<file path="src/design/vdet_pkg.sv">
// ----------------------------------------------------------------------------
// vdet_pkg
// Shared constants, codes and types for the vertex dedup / edge table block.
// ----------------------------------------------------------------------------
package vdet_pkg;

  localparam int MAX_VERTICES = 256;
  localparam int EDGE_DEPTH   = 256;
  localparam int COORD_WIDTH  = 16;

  localparam int VIDX_W    = (MAX_VERTICES > 1) ? $clog2(MAX_VERTICES) : 1;
  localparam int VCNT_W    = $clog2(MAX_VERTICES + 1);
  localparam int EIDX_W    = (EDGE_DEPTH > 1) ? $clog2(EDGE_DEPTH) : 1;
  localparam int ECNT_W    = $clog2(EDGE_DEPTH + 1);
  localparam int FIELD_W   = 16;
  localparam int IDX_OUT_W = 8;
  localparam int REQ_W     = 3;
  localparam int STATUS_W  = 2;

  typedef logic signed [COORD_WIDTH-1:0] coord_t;
  typedef logic signed [FIELD_W-1:0]     field_t;

  localparam logic [REQ_W-1:0] REQ_ADD_VERTEX  = 3'd0;
  localparam logic [REQ_W-1:0] REQ_ADD_EDGE    = 3'd1;
  localparam logic [REQ_W-1:0] REQ_CLEAR       = 3'd2;
  localparam logic [REQ_W-1:0] REQ_READ_VERTEX = 3'd3;
  localparam logic [REQ_W-1:0] REQ_READ_EDGE   = 3'd4;

  localparam logic [STATUS_W-1:0] ST_OK        = 2'd0;
  localparam logic [STATUS_W-1:0] ST_VTX_FULL  = 2'd1;
  localparam logic [STATUS_W-1:0] ST_EDGE_FULL = 2'd2;
  localparam logic [STATUS_W-1:0] ST_RANGE     = 2'd3;

  typedef enum logic [2:0] {
    S_IDLE,
    S_DISPATCH,
    S_SCAN,
    S_RESOLVED,
    S_EDGE_WR,
    S_FINISH
  } state_t;

  typedef enum logic [3:0] {
    RES_NONE,
    RES_VTX_OK,
    RES_FULL_FIRST,
    RES_FULL_SECOND,
    RES_EDGE_FULL,
    RES_EDGE_OK,
    RES_RANGE,
    RES_READ_VTX,
    RES_READ_EDGE
  } res_t;

  typedef struct packed {
    logic load;
    logic scan_start;
    logic scan_step;
    logic take_hit;
    logic append;
    logic next_endpoint;
    logic edge_write;
    logic clear;
    logic finish;
    res_t res;
  } cmd_t;

  typedef struct packed {
    logic [REQ_W-1:0] req;
    logic hit;
    logic scan_done;
    logic vtx_full;
    logic edge_full;
    logic vtx_idx_ok;
    logic edge_idx_ok;
    logic sel_second;
    logic out_free;
  } stat_t;

  function automatic coord_t coord_in(field_t v);
    return coord_t'(v);
  endfunction

  function automatic field_t coord_out(coord_t c);
    return field_t'(c);
  endfunction

endpackage

</file>
<file path="src/design/vdet_ctrl.sv">
// ----------------------------------------------------------------------------
// vdet_ctrl
// Request sequencer: dispatches each item and steps the datapath through
// the vertex searches, appends, edge write and result hand-off.
// ----------------------------------------------------------------------------
module vdet_ctrl
  import vdet_pkg::*;
(
  input  logic  clk,
  input  logic  rst,
  input  logic  in_valid,
  output logic  in_stall,
  input  stat_t stat,
  output cmd_t  cmd
);

  state_t state, state_next;
  res_t   res, res_next;

  always_ff @(posedge clk) begin
    if (rst) begin
      state <= S_IDLE;
      res   <= RES_NONE;
    end else begin
      state <= state_next;
      res   <= res_next;
    end
  end

  always_comb begin
    state_next = state;
    res_next   = res;
    case (state)
      S_IDLE: begin
        if (in_valid) begin
          state_next = S_DISPATCH;
        end
      end
      S_DISPATCH: begin
        case (stat.req)
          REQ_ADD_VERTEX: begin
            state_next = S_SCAN;
          end
          REQ_ADD_EDGE: begin
            if (stat.edge_full) begin
              res_next   = RES_EDGE_FULL;
              state_next = S_FINISH;
            end else begin
              state_next = S_SCAN;
            end
          end
          REQ_READ_VERTEX: begin
            res_next   = stat.vtx_idx_ok ? RES_READ_VTX : RES_RANGE;
            state_next = S_FINISH;
          end
          REQ_READ_EDGE: begin
            res_next   = stat.edge_idx_ok ? RES_READ_EDGE : RES_RANGE;
            state_next = S_FINISH;
          end
          default: begin
            res_next   = RES_NONE;
            state_next = S_FINISH;
          end
        endcase
      end
      S_SCAN: begin
        if (stat.hit) begin
          state_next = S_RESOLVED;
        end else if (stat.scan_done) begin
          if (stat.vtx_full) begin
            res_next   = stat.sel_second ? RES_FULL_SECOND : RES_FULL_FIRST;
            state_next = S_FINISH;
          end else begin
            state_next = S_RESOLVED;
          end
        end
      end
      S_RESOLVED: begin
        if (stat.req == REQ_ADD_VERTEX) begin
          res_next   = RES_VTX_OK;
          state_next = S_FINISH;
        end else if (!stat.sel_second) begin
          state_next = S_SCAN;
        end else begin
          state_next = S_EDGE_WR;
        end
      end
      S_EDGE_WR: begin
        res_next   = RES_EDGE_OK;
        state_next = S_FINISH;
      end
      S_FINISH: begin
        if (stat.out_free) begin
          state_next = S_IDLE;
        end
      end
      default: begin
        state_next = S_IDLE;
      end
    endcase
  end

  always_comb begin
    cmd      = '0;
    cmd.res  = res;
    in_stall = (state != S_IDLE);
    case (state)
      S_IDLE: begin
        cmd.load = in_valid;
      end
      S_DISPATCH: begin
        if (stat.req == REQ_ADD_VERTEX ||
            (stat.req == REQ_ADD_EDGE && !stat.edge_full)) begin
          cmd.scan_start = 1'b1;
        end
        if (stat.req == REQ_CLEAR) begin
          cmd.clear = 1'b1;
        end
      end
      S_SCAN: begin
        cmd.scan_step = 1'b1;
        if (stat.hit) begin
          cmd.take_hit = 1'b1;
        end else if (stat.scan_done && !stat.vtx_full) begin
          cmd.append = 1'b1;
        end
      end
      S_RESOLVED: begin
        if (stat.req != REQ_ADD_VERTEX && !stat.sel_second) begin
          cmd.next_endpoint = 1'b1;
          cmd.scan_start    = 1'b1;
        end
      end
      S_EDGE_WR: begin
        cmd.edge_write = 1'b1;
      end
      S_FINISH: begin
        cmd.finish = stat.out_free;
      end
      default: begin
        cmd = '0;
      end
    endcase
  end

endmodule

</file>
<file path="config.mk">
export PLATFORM = sky130hd
export DESIGN_NAME = vdet_ctrl
export DESIGN_NICKNAME = d
export VERILOG_FILES = /design/src/design/vdet_pkg.sv /design/src/design/vdet_ctrl.sv
export SDC_FILE = /design/constraint.sdc
export NUM_CORES = 1
export LEC_CHECK = 0
export BUFFER_PORTS_ARGS = -buffer_cell sky130_fd_sc_hd__buf_2
export CAP_MARGIN = 25
export CORE_MARGIN = 1.5
export CORE_UTILIZATION = 46
export CTS_BUF_LIST = sky130_fd_sc_hd__clkbuf_16
export CTS_CLUSTER_SIZE = 40
export DETAILED_ROUTE_END_ITERATION = 6
export GPL_ROUTABILITY_DRIVEN = 0
export GPL_TIMING_DRIVEN = 0
export PLACE_DENSITY = 0.84
export SYNTH_ARGS = -nofsm -noshare
export SYNTH_HDL_FRONTEND = slang
export SYNTH_SLANG_ARGS = --single-unit
</file>
<file path="constraint.sdc">
create_clock -name clk -period 2 [get_ports clk]
set_input_delay 0.3 -clock clk [delete_from_list [all_inputs] [get_ports clk]]
set_output_delay 0.3 -clock clk [all_outputs]
set_load 0.03 [all_outputs]
</file>
# --- Word-level counts from Yosys, hierarchy flattened ---
# Index checks and enable logic that the tools add are counted.
# W data, S select, Z words.
totals:
  elab_cells: 69
  reg_bits: 7
  inputBits: 14
  output_inout_bits: 14
op_classes:
  n_eq_ne: 18
  n_reduce_logical: 15
  n_mux: 34
ops:
  columns: ["operator", "count"]
  rows:
  - ["$pmux W4 S4", 2]
  - ["$mux W4", 7]
  - ["$mux W3", 9]
  - ["$pmux W3 S6", 1]
  - ["$ne A2 B2 Y1 const B", 7]
  - ["$mux W1", 13]
  - ["$eq A3 B2 Y1 const B", 4]
  - ["$eq A3 B3 Y1 const B", 3]
  - ["$reduce_and A7 Y1", 1]
  - ["$eq A3 B1 Y1 const B", 2]
  - ["$logic_not A3 Y1", 2]
  - ["$ne A3 B3 Y1 const B", 2]
  - ["$pmux W3 S2", 1]
  - ["$reduce_bool A3 Y1", 2]
  - ["$reduce_or A6 Y1", 1]
  - ["$reduce_bool A4 Y1", 1]
  - ["$logic_and A1 B1 Y1", 3]
  - ["$logic_not A1 Y1", 3]
  - ["$reduce_and A3 Y1", 1]
  - ["$pmux W1 S2", 1]
  - ["$logic_or A1 B1 Y1", 1]

# --- Depth between registers and ports, before layout ---
# Gate-level depths: netlist of run 1.
logic_depth:
  ltp_word: 5
  depth_mapped: 7
  ltp_nobuf: 7

# --- Least setup slack after synthesis of run 1 ---
# No wires, ideal clock.
synth_timing:
  kind: "register to output"
  start: "register state[1]"
  end: "output cmd[5] (netlist bit)"
  path_stages_with_launch: 5
  slack_ps: -102
  arrival_time_ps: 1802
  required_time_ps: 1700
  path_buffers: 1
  path_cell_list: "dfxtp_1 -> clkbuf_1 -> nor2_1 -> nand2_1 -> nor4b_1"
synth_rtl:
  columns: ["element", "line_no", "text"]
  rows:
  - ["from (decl)", "vdet_ctrl.sv:17", "state_t state, state_next;"]
  - ["from (signal assigned)", "vdet_ctrl.sv:25", "state <= state_next;"]
  - ["to (decl)", "vdet_ctrl.sv:14", "output cmd_t cmd"]

==> summary.txt, run 1 <==
Global routing
  • Largest net degree at the start of global routing: 11
  • First-pass GRT wire length: 2420 um
  • GRT overflow: 0
  • Initial antenna violation count: 0
  • Vias in the first global route: 582
  • Overall routing resource usage: 0.220

Setup path
  • WS Path Type: reg -> out
  • Maximum net fanout on the critical path: 10
  • Crit-path max cell delay: 0.38 ns
  • CP Cell Sequence: clkbuf_1 > nand2_1 > and2_1 > buf_2
  • CP max stage cell: clkbuf_1
  • Crit path capture type: primary output
  • CP Launch Type: register
  • Critical Path RT: 1.70 ns
  • Worst path arrival time: 1.53 ns

Synth
  • Post-synth net total: 101
  • Fraction of the mapped netlist area in simple logic gates: 0.412
  • YS warnings: 0
  • Cell Area, Synth: 656 um^2
  • Largest family of logic cells by synthesized area: simple AND/OR/NAND/NOR gates
  • Cells after Synth: 87
  • Synth Area in Adders: 0
  • Top_reg_cell synth: dfxtp_1
  • Distinct cells, synth: 39
  • Synth Area in XOR/XNOR: 0
  • EDFF count, synth: 0
  • Mean post-synth cell area: 7.54 um^2
  • Synth Area in Compound Gates: 0.275
  • Seq/Total Area, Yosys: 0.214
  • Ys async rst share: 0
  • Mux share of post-synthesis cell area: 0.0305
  • Flops & latches, synth: 7

Finish
  • Layout cells sized above 1: 0.362
  • Fin cells: 131
  • Area delta synth->final: 36.3%
  • Nets: 131
  • Fill cell count: 114
  • # diodes: 0

STA
  • Slew @ Worst Pin: 0.450 ns
  • Setup TNS: 0 ns
  • Minimum clock period: 1.83 ns
  • Hold Vio Cnt, Final: 0
  • Max-Slew Margin vs Limit: 0.700
  • Clock Skew: 0.00209 ns
  • Fmax: 0.547 GHz
  • Slew Viols, Final: 0
  • RSZ-0062 raised after global routing: no
  • Final period utilization: 0.914
  • Endpoints failing setup: 0

CTS
  • TritonCTS Buffers: 3
  • TritonCTS sink count: 7
  • Clk slew on worst S/H paths: 0.04 ns
  • Worst-Skew Late Latency: 0.23 ns
  • Clk buf depth: 2
  • H-tree Lvls: 1
  • CTS tree: built
  • CTS Hold Buffers Added: 0
  • CTS root buffer: clkbuf_16

Placed design
  • Dpl hpwl: 1220 um
  • I/O Buffers: 25
  • Placed Cells: 127

Power
  • Peak supply drop: 0.635 mV
  • LEAKAGE: 0.429 nW
  • PD cells: 861 mW/mm^2

Drt
  • DR iter-0 viols: 12
  • DR pass1 iterations: 4
  • Residual DRC count: 0
  • Post-Route WL: 1610 um
  • Routed via count: 729
  • Via density: 5.56
  • DRT antenna net count: 0
  • WL/cell: 12.3 um

Min path
  • Hold/Removal Path Class: in -> reg

Floorplanning
  • Die area: 0.00166 mm^2
  • IO Pins: 28
  • DIE HEIGHT: 40.8 um
  • Core Box Area: 0.00132 mm^2
  • Chip Width: 40.8 um
  • Rows: 13
  • Initial Util: 0.498

Job
  • MaxCap Viol Count: 0

Outcome
  • Status: finished clean
metal layers:
metal,GRT usage,vias to the layer above,part of all wire
li1,-,372,-
met1,0.274,333,0.45
met2,0.353,24,0.49
met3,0.103,0,0.060
met4,0.0250,0,0
met5,0,-,0
per-stage QoR:
step	util	power (W)	instance area, um^2	hold slack [ns]	worst slack [ns]
2_1_floorplan	-	0.000365	662	0.369	0.166
3_3_place_gp	0.612	0.000425	806	0.455	0.297
3_5_place_dp	0.612	0.000431	806	0.453	0.301
4_1_cts	0.671	0.000771	885	0.325	0.0423
5_1_grt	0.678	0.000813	893	0.345	0.0137
6_report	0.678	0.000769	893	0.330	0.171
timing repair:
action	4_1_cts	5_1_grt
setup endpoints to repair	0	2
buffers inserted	0	0
resized for setup	0	3
layout make-up:
class	count	area, um^2	share of cell area
Timing Repair Buffer	25	125	0.140
Sequential cell	7	140	0.157
Clock inverter	1	3.75	0.00420
Multi-Input combinational cell	71	485	0.543
Clock buffer	3	75.1	0.0840
Tap cell	15	18.8	0.0210
Buffer	5	30.0	0.0336
Inverter	4	15.0	0.0168
cells in the final DEF, fill, tap and decap left out, types with 2 or more instances in the layout:
cell       instances
nor2b_1            3
inv_1              4
buf_2             28
clkbuf_16          3
nand2_1            5
dfxtp_1            7
nand3b_1           2
mux2i_1            2
nor2_1            10
nand2b_1           5
o21ai_0            2
a21oi_1            6
a211oi_1           2
and3_1             3
and2_1             6
and2b_1            2
o211ai_1           2
worst paths after layout:
kind | from | to | cells past startpoint | slack (ns)
max | state[1]$_SDFFE_PP0P_ | cmd[0] | 4 | 0.17
min | rst | res[1]$_SDFFE_PP0P_ | 2 | 0.33
max reg2reg | state[1]$_SDFFE_PP0P_ | res[0]$_SDFFE_PP0P_ | 5 | 0.32
min reg2reg | res[1]$_SDFFE_PP0P_ | res[1]$_SDFFE_PP0P_ | 2 | 0.46
kinds of logic after synthesis:
kind of cell / after synthesis
AOI/OAI and AO/OA: 23
muxes: 2
DFF: 7
and+or+nand+nor: 46
buffers and inverters: 9
where the power goes:
part	internal (W)	leakage, nW	switching, W
registers	0.000154	0.0570	0.0000143
clock network	0.000260	0.0423	0.0000762
logic	0.000104	0.330	0.000160
total	0.000518	0.429	0.000251
cell usage after synthesis (2+ instances only):
cell type,count,share of area
o21ai_0,2,0.015
buf_2,3,0.023
a211oi_1,2,0.023
nand2b_1,5,0.048
inv_1,3,0.017
and2b_1,2,0.023
and3_1,3,0.029
and2_1,6,0.057
nand3b_1,2,0.023
a21oi_1,6,0.046
dfxtp_1,7,0.21
o211ai_1,2,0.023
mux2i_1,2,0.031
nor2_1,11,0.063
nand2_1,5,0.029
nor2b_1,3,0.029
registers in the layout (all words and copies together), names as in the netlist:
register and flops:
res 4, state 3
critical path: cells and delay by family, from the launching register on:
family,cells,cell delay [ns]
flops,1,0.34
simple gates,2,0.40
buf+inv,2,0.55
Power figures use the tool's default switching activity.
==> inputs of run 2 (changes only) <==
Settings changed: ABC_AREA set to 1, BUFFER_PORTS_ARGS -buffer_cell sky130_fd_sc_hd__buf_2 to -buffer_cell sky130_fd_sc_hd__buf_4, PLACE_DENSITY 0.84 to 0.83.
==> run 2 against run 1 <==
Setup slack better by 0.15 ns. Critical path depth stayed put. Synthesized cell count is 44% higher. Critical path type unchanged. Critical endpoint is now cmd[5]. Largest power group is now combinational logic. Highest routed layer unchanged.
==> summary.txt, run 2 <==
Synth
  • Synth Area in XOR/XNOR: 0.0131
  • Flops & latches, synth: 7
  • Cell Area, Synth: 668 um^2
  • EDFF count, synth: 0
  • Main area contributors after synthesis: nand2_1 22%, dfxtp_1 21%, nor2_1 15%
  • Synth area leader: nand2_1
  • Mean post-synth cell area: 5.35 um^2
  • Top_reg_cell synth: dfxtp_1
  • Seq/Total Area, Yosys: 0.210
  • Yosys top cell area share: 0.219
  • Synth cell count leaders: 39 x nand2_1, 26 x nor2_1, 18 x inv_1, 10 x nand3_1, 7 x dfxtp_1
  • Largest family of logic cells by synthesized area: simple AND/OR/NAND/NOR gates
  • Cells after Synth: 125
  • Mux share of post-synthesis cell area: 0
  • YS warnings: 0
  • Fraction of the mapped netlist area in simple logic gates: 0.586
  • Synth Area in Compound Gates: 0.0562
  • Distinct cells, synth: 20
  • Most numerous cell in the Yosys netlist: nand2_1
  • Synth Area in Adders: 0
  • Ys async rst share: 0
  • Post-synth net total: 139

Setup path
  • CP max stage cell: dfxtp_1
  • Critical Path RT: 1.70 ns
  • WS Path Type: reg -> out
  • Reg2reg start: state[2]$_SDFFE_PP0P_
  • R2R setup slack: 0.58 ns
  • Reg2reg end: res[0]$_SDFFE_PP0P_
  • CP Launch Type: register
  • Crit-path max cell delay: 0.37 ns
  • Worst path arrival time: 1.38 ns
  • Crit path capture type: primary output
  • CP Cell Sequence: inv_2 > nand3_1 > nor4b_1 > buf_4
  • Maximum net fanout on the critical path: 7
  • R2R depth: 7

Placed design
  • Dpl hpwl: 1410 um
  • I/O Buffers: 27

Drt
  • Post-Route WL: 1740 um
  • Routed via count: 843
  • Residual DRC count: 0
  • DRT antenna net count: 0
  • Via density: 4.93
  • DR iter-0 viols: 16
  • WL/cell: 10.2 um
  • DR pass1 iterations: 4

Min path
  • Hold wc startpoint: rst
  • WHS Endpoint: state[2]$_SDFFE_PP0P_
  • Hold/Removal Path Class: in -> reg
  • WHS Path Cells: 2

CTS
  • TritonCTS sink count: 7
  • TritonCTS Buffers: 3
  • Post-CTS Repair Setup Buffers: 0
  • H-tree Lvls: 1
  • CTS tree: built
  • Clk slew on worst S/H paths: 0.03 ns
  • Worst-Skew Late Latency: 0.23 ns
  • CTS root buffer: clkbuf_16
  • CTS Hold Buffers Added: 0
  • Clk buf depth: 2
  • Post-CTS resize count: 0

Finish
  • # diodes: 0
  • Most common cell after layout, fill and taps aside: nand2_1
  • Nets: 171
  • Most flops, register: res
  • Max reg flops: 4
  • Largest registers: res (4), state (3)
  • Layout cells sized above 1: 0.263
  • Commonest cells after routing, fill and taps aside: 39 x nand2_1, 27 x buf_4, 26 x nor2_1, 19 x inv_1, 10 x nand3_1
  • Area delta synth->final: 44.9%

Power
  • Clk pwr share: 0.387
  • P_sw: 0.000296 W
  • PD cells: 875 mW/mm^2
  • Sequential Power Share: 0.213
  • Switching portion of total power: 0.350
  • Internal power: 0.000551 W
  • Tot Pwr: 0.000847 W
  • Combinational share of power: 0.400
  • LEAKAGE: 0.581 nW
  • Peak supply drop: 0.865 mV

Global routing
  • Vias in the first global route: 624
  • Initial antenna violation count: 0
  • Overall routing resource usage: 0.222
  • First-pass GRT wire length: 2510 um
  • Largest net degree at the start of global routing: 9
  • GRT overflow: 0

STA
  • Hold Vio Cnt, Final: 0
  • Minimum clock period: 1.68 ns
  • Endpoints failing setup: 0
  • Final period utilization: 0.838
  • Fmax: 0.597 GHz
  • Slew Viols, Final: 0
  • Max-Slew Margin vs Limit: 0.821
  • Setup TNS: 0 ns
  • Hold Slack: 0.250 ns
  • RSZ-0062 raised after global routing: no
  • Clock Skew: 0.000253 ns
  • Slew @ Worst Pin: 0.265 ns

Floorplanning
  • Initial Util: 0.501
  • Core Box Area: 0.00133 mm^2
  • Die area: 0.00169 mm^2
  • Rows: 13
  • Chip Width: 41.1 um
  • IO Pins: 28
  • DIE HEIGHT: 41.1 um

Outcome
  • Status: finished clean

Job
  • MaxCap Viol Count: 0
-- run 2: cell count changes after synthesis, sizes merged, moves of 4 or more --
cell    delta
nand2     +36
nor2      +19
inv       +17
nand3     +11
and2       -6
nand2b     -6
nor2b      -4
-- run 2: cell type report --
cell class	instances	area [um^2]
Clock inverter	1	3.75
Sequential cell	7	140
Fill cell	123	365
Inverter	21	78.8
Multi-Input combinational cell	96	438
Timing Repair Buffer	27	203
Tap cell	15	18.8
Clock buffer	3	75.1
Buffer	1	11.3
-- run 2: worst max path at each step --
stage                                     start  endpoint  slack, ns
after CTS                 state[1]$_SDFFE_PP0P_   cmd[11]       0.32
after global routing      state[1]$_SDFFE_PP0P_    cmd[7]       0.17
final                     state[2]$_SDFFE_PP0P_    cmd[5]       0.32
after floorplan           state[2]$_SDFFE_PP0P_    cmd[5]       0.11
after global placement                  stat[9]   cmd[11]       0.55
after detailed placement                stat[9]   cmd[11]       0.49
-- run 2: per-stage QoR --
step                instances  area, um^2   util  worst slack (ns)
floorplan                 125         668      -             0.105
global placement          167         890  0.667             0.548
detailed placement        167         890  0.667             0.491
CTS                       171         968  0.726             0.321
global route              171         968  0.726             0.168
finish                    171         968  0.726             0.325
-- run 2: cells by family (layout without fill, tap and decap cells) --
| family | after synthesis | count (layout) |
|---|---|---|
| buffers and inverters | 22 | 53 |
| DFF | 7 | 7 |
| xor gates and xnor gates | 1 | 1 |
| and+or+nand+nor | 88 | 88 |
| AOI/OAI and AO/OA | 7 | 7 |
-- run 2: routing by layer --
layer | share of wire | GRT usage | vias to the layer above
met2 | 0.49 | 0.395 | 25
li1 | - | - | 446
met3 | 0.061 | 0.0815 | 0
met1 | 0.45 | 0.269 | 372
met4 | 0 | 0 | 0
met5 | 0 | 0 | -
-- run 2: worst max-delay path: cells and delay by family, from the launching register on --
| family | cells | cell delay, ns |
|---|---|---|
| AND/OR/NAND/NOR | 2 | 0.41 |
| buffers and inverters | 2 | 0.38 |
| flip-flops | 1 | 0.37 |
-- run 2: power by group through the flow --
| stage | Clock (W) | Sequential, W | Combinational (W) |
|---|---|---|---|
| floorplan | 0 | 0.000179 | 0.000231 |
| global placement | 0 | 0.000181 | 0.000327 |
| detailed placement | 0 | 0.000183 | 0.000333 |
| CTS | 0.000333 | 0.000181 | 0.000340 |
| global route | 0.000341 | 0.000185 | 0.000373 |
| finish | 0.000328 | 0.000181 | 0.000339 |
==> inputs of run 3 (changes only) <==
Clock period 2 ns to 1.57 ns, I/O delays scaled along.
==> run 3 against run 2 <==
Total power grew 32%. Critical endpoint is now cmd[11]. Highest routed layer is now met4. Combinational power grew 32%. Largest cell class unchanged. Wire length grew 8.6%. Clock-buffer cell count is the same. Sequential cell count is the same.
==> summary.txt, run 3 (synthesis results as in run 2) <==
Outcome
  • Status: finished clean

Placed design
  • Placed Area: 902 um^2
  • Dpl hpwl: 1400 um
  • I/O Buffers: 27

Power
  • Peak supply drop: 0.963 mV
  • PD cells: 1080 mW/mm^2
  • Tot Pwr: 0.00112 W
  • LEAKAGE: 0.600 nW

CTS
  • H-tree Lvls: 1
  • CTS tree: built
  • TritonCTS Buffers: 3
  • Clk buf depth: 2
  • Worst-Skew Late Latency: 0.24 ns
  • TritonCTS sink count: 7
  • Clk slew on worst S/H paths: 0.03 ns
  • CTS root buffer: clkbuf_16

Finish
  • # diodes: 0
  • Finished Cell Area: 0.00103 mm^2
  • Final core utilization: 0.776
  • Commonest cells after routing, fill and taps aside: 36 x nand2_1, 27 x buf_4, 25 x nor2_1, 19 x inv_1, 9 x nand3_1
  • Layout cells sized above 1: 0.335
  • Max reg flops: 4
  • Most flops, register: res
  • Fill cell count: 109
  • Most common cell after layout, fill and taps aside: nand2_1
  • Area delta synth->final: 54.9%
  • Largest registers: res (4), state (3)
  • Nets: 173

STA
  • Hold Vio Cnt, Final: 0
  • RSZ-0062 raised after global routing: yes
  • Minimum clock period: 1.55 ns
  • Fmax: 0.646 GHz
  • Clock Skew: 0.00470 ns
  • Setup TNS: 0 ns
  • Slew Viols, Final: 0
  • Max-Slew Margin vs Limit: 0.857
  • Final period utilization: 0.986
  • Slew @ Worst Pin: 0.214 ns
  • Hold Slack: 0.180 ns
  • Endpoints failing setup: 0

Global routing
  • First-pass GRT wire length: 2530 um
  • Largest net degree at the start of global routing: 9
  • GRT overflow: 0
  • Initial antenna violation count: 0
  • Overall routing resource usage: 0.233
  • Vias in the first global route: 616

Min path
  • WHS Path Cells: 2
  • Hold/Removal Path Class: in -> reg

Floorplanning
  • Rows: 13
  • Chip Width: 41.1 um
  • Die area: 0.00169 mm^2
  • IO Pins: 28
  • Core Box Area: 0.00133 mm^2
  • DIE HEIGHT: 41.1 um
  • Initial Util: 0.501

Drt
  • DR pass1 iterations: 4
  • M1 wire length: 805 um
  • DR iter-0 viols: 15
  • Via density: 4.98
  • Routed met2 length: 914 um
  • DRT antenna net count: 0
  • Routed via count: 862
  • DR top layer: met4
  • WL/cell: 10.9 um
  • Wire length on met3: 154 um
  • Post-Route WL: 1890 um
  • Residual DRC count: 0

Setup path
  • Worst path arrival time: 1.31 ns
  • CP Launch Type: register
  • Crit path capture type: primary output
  • Maximum net fanout on the critical path: 7
  • WS Path Type: reg -> out
  • R2R setup slack: 0.07 ns
  • Critical Path RT: 1.33 ns
  • R2R depth: 9

Job
  • MaxCap Viol Count: 0
## run 3: cell types whose count changed in the layout (fill, tap and decap cells not counted), moves of 2 or more
cell / previous run / this run
buf_6: 1 / 3
dfxtp_2: 0 / 3
nand2_1: 39 / 36
nor2_4: 2 / 4
dfxtp_1: 7 / 4
nand2_2: 2 / 5
## run 3: repair_timing
item,CTS,global route
endpoints found under the setup margin,2,4
setup buffers,0,2
pin swaps,0,2
hold buffers,0,0
endpoints found under the hold margin,0,0
resized for setup,1,12
## run 3: critical path: stages, from the launching register on
cell	delay, ns
dfxtp_2	0.43
nand2_2	0.09
nor2_4	0.12
nand2_1	0.09
inv_2	0.07
nand2_2	0.06
nand2_1	0.08
buf_6	0.13
## run 3: stage by stage
stage | instances | setup slack, ns
2_1_floorplan | 125 | 0.0851
3_3_place_gp | 167 | 0.238
3_5_place_dp | 167 | 0.205
4_1_cts | 171 | 0.00263
5_1_grt | 173 | -0.0437
6_report | 173 | 0.0223
## run 3: metal layers
| metal | track usage | vias up |
|---|---|---|
| met4 | 0.0726 | 0 |
| met1 | 0.265 | 383 |
| li1 | - | 449 |
| met2 | 0.387 | 28 |
| met3 | 0.103 | 2 |
| met5 | 0 | - |
## run 3: area by class of cell
class | instances | area [um^2] | share of cell area
Multi-Input combinational cell | 96 | 475 | 0.459
Sequential cell | 7 | 144 | 0.139
Tap cell | 15 | 18.8 | 0.0181
Clock inverter | 1 | 3.75 | 0.00363
Inverter | 21 | 81.3 | 0.0786
Buffer | 1 | 11.3 | 0.0109
Clock buffer | 3 | 75.1 | 0.0726
Timing Repair Buffer | 29 | 225 | 0.218
## run 3: power breakdown
group          switching, W  internal (W)
Sequential        0.0000228      0.000213
Clock              0.000103      0.000332
Combinational      0.000275      0.000171
## run 3: path summary, 6_finish.rpt
| path | startpoint | endpoint |
|---|---|---|
| worst max-delay path | state[1]$_SDFFE_PP0P_ | cmd[11] |
| worst min-delay path | rst | state[1]$_SDFFE_PP0P_ |
| worst max register to register | state[0]$_SDFFE_PP0P_ | res[1]$_SDFFE_PP0P_ |
| worst min register to register | res[2]$_SDFFE_PP0P_ | res[2]$_SDFFE_PP0P_ |
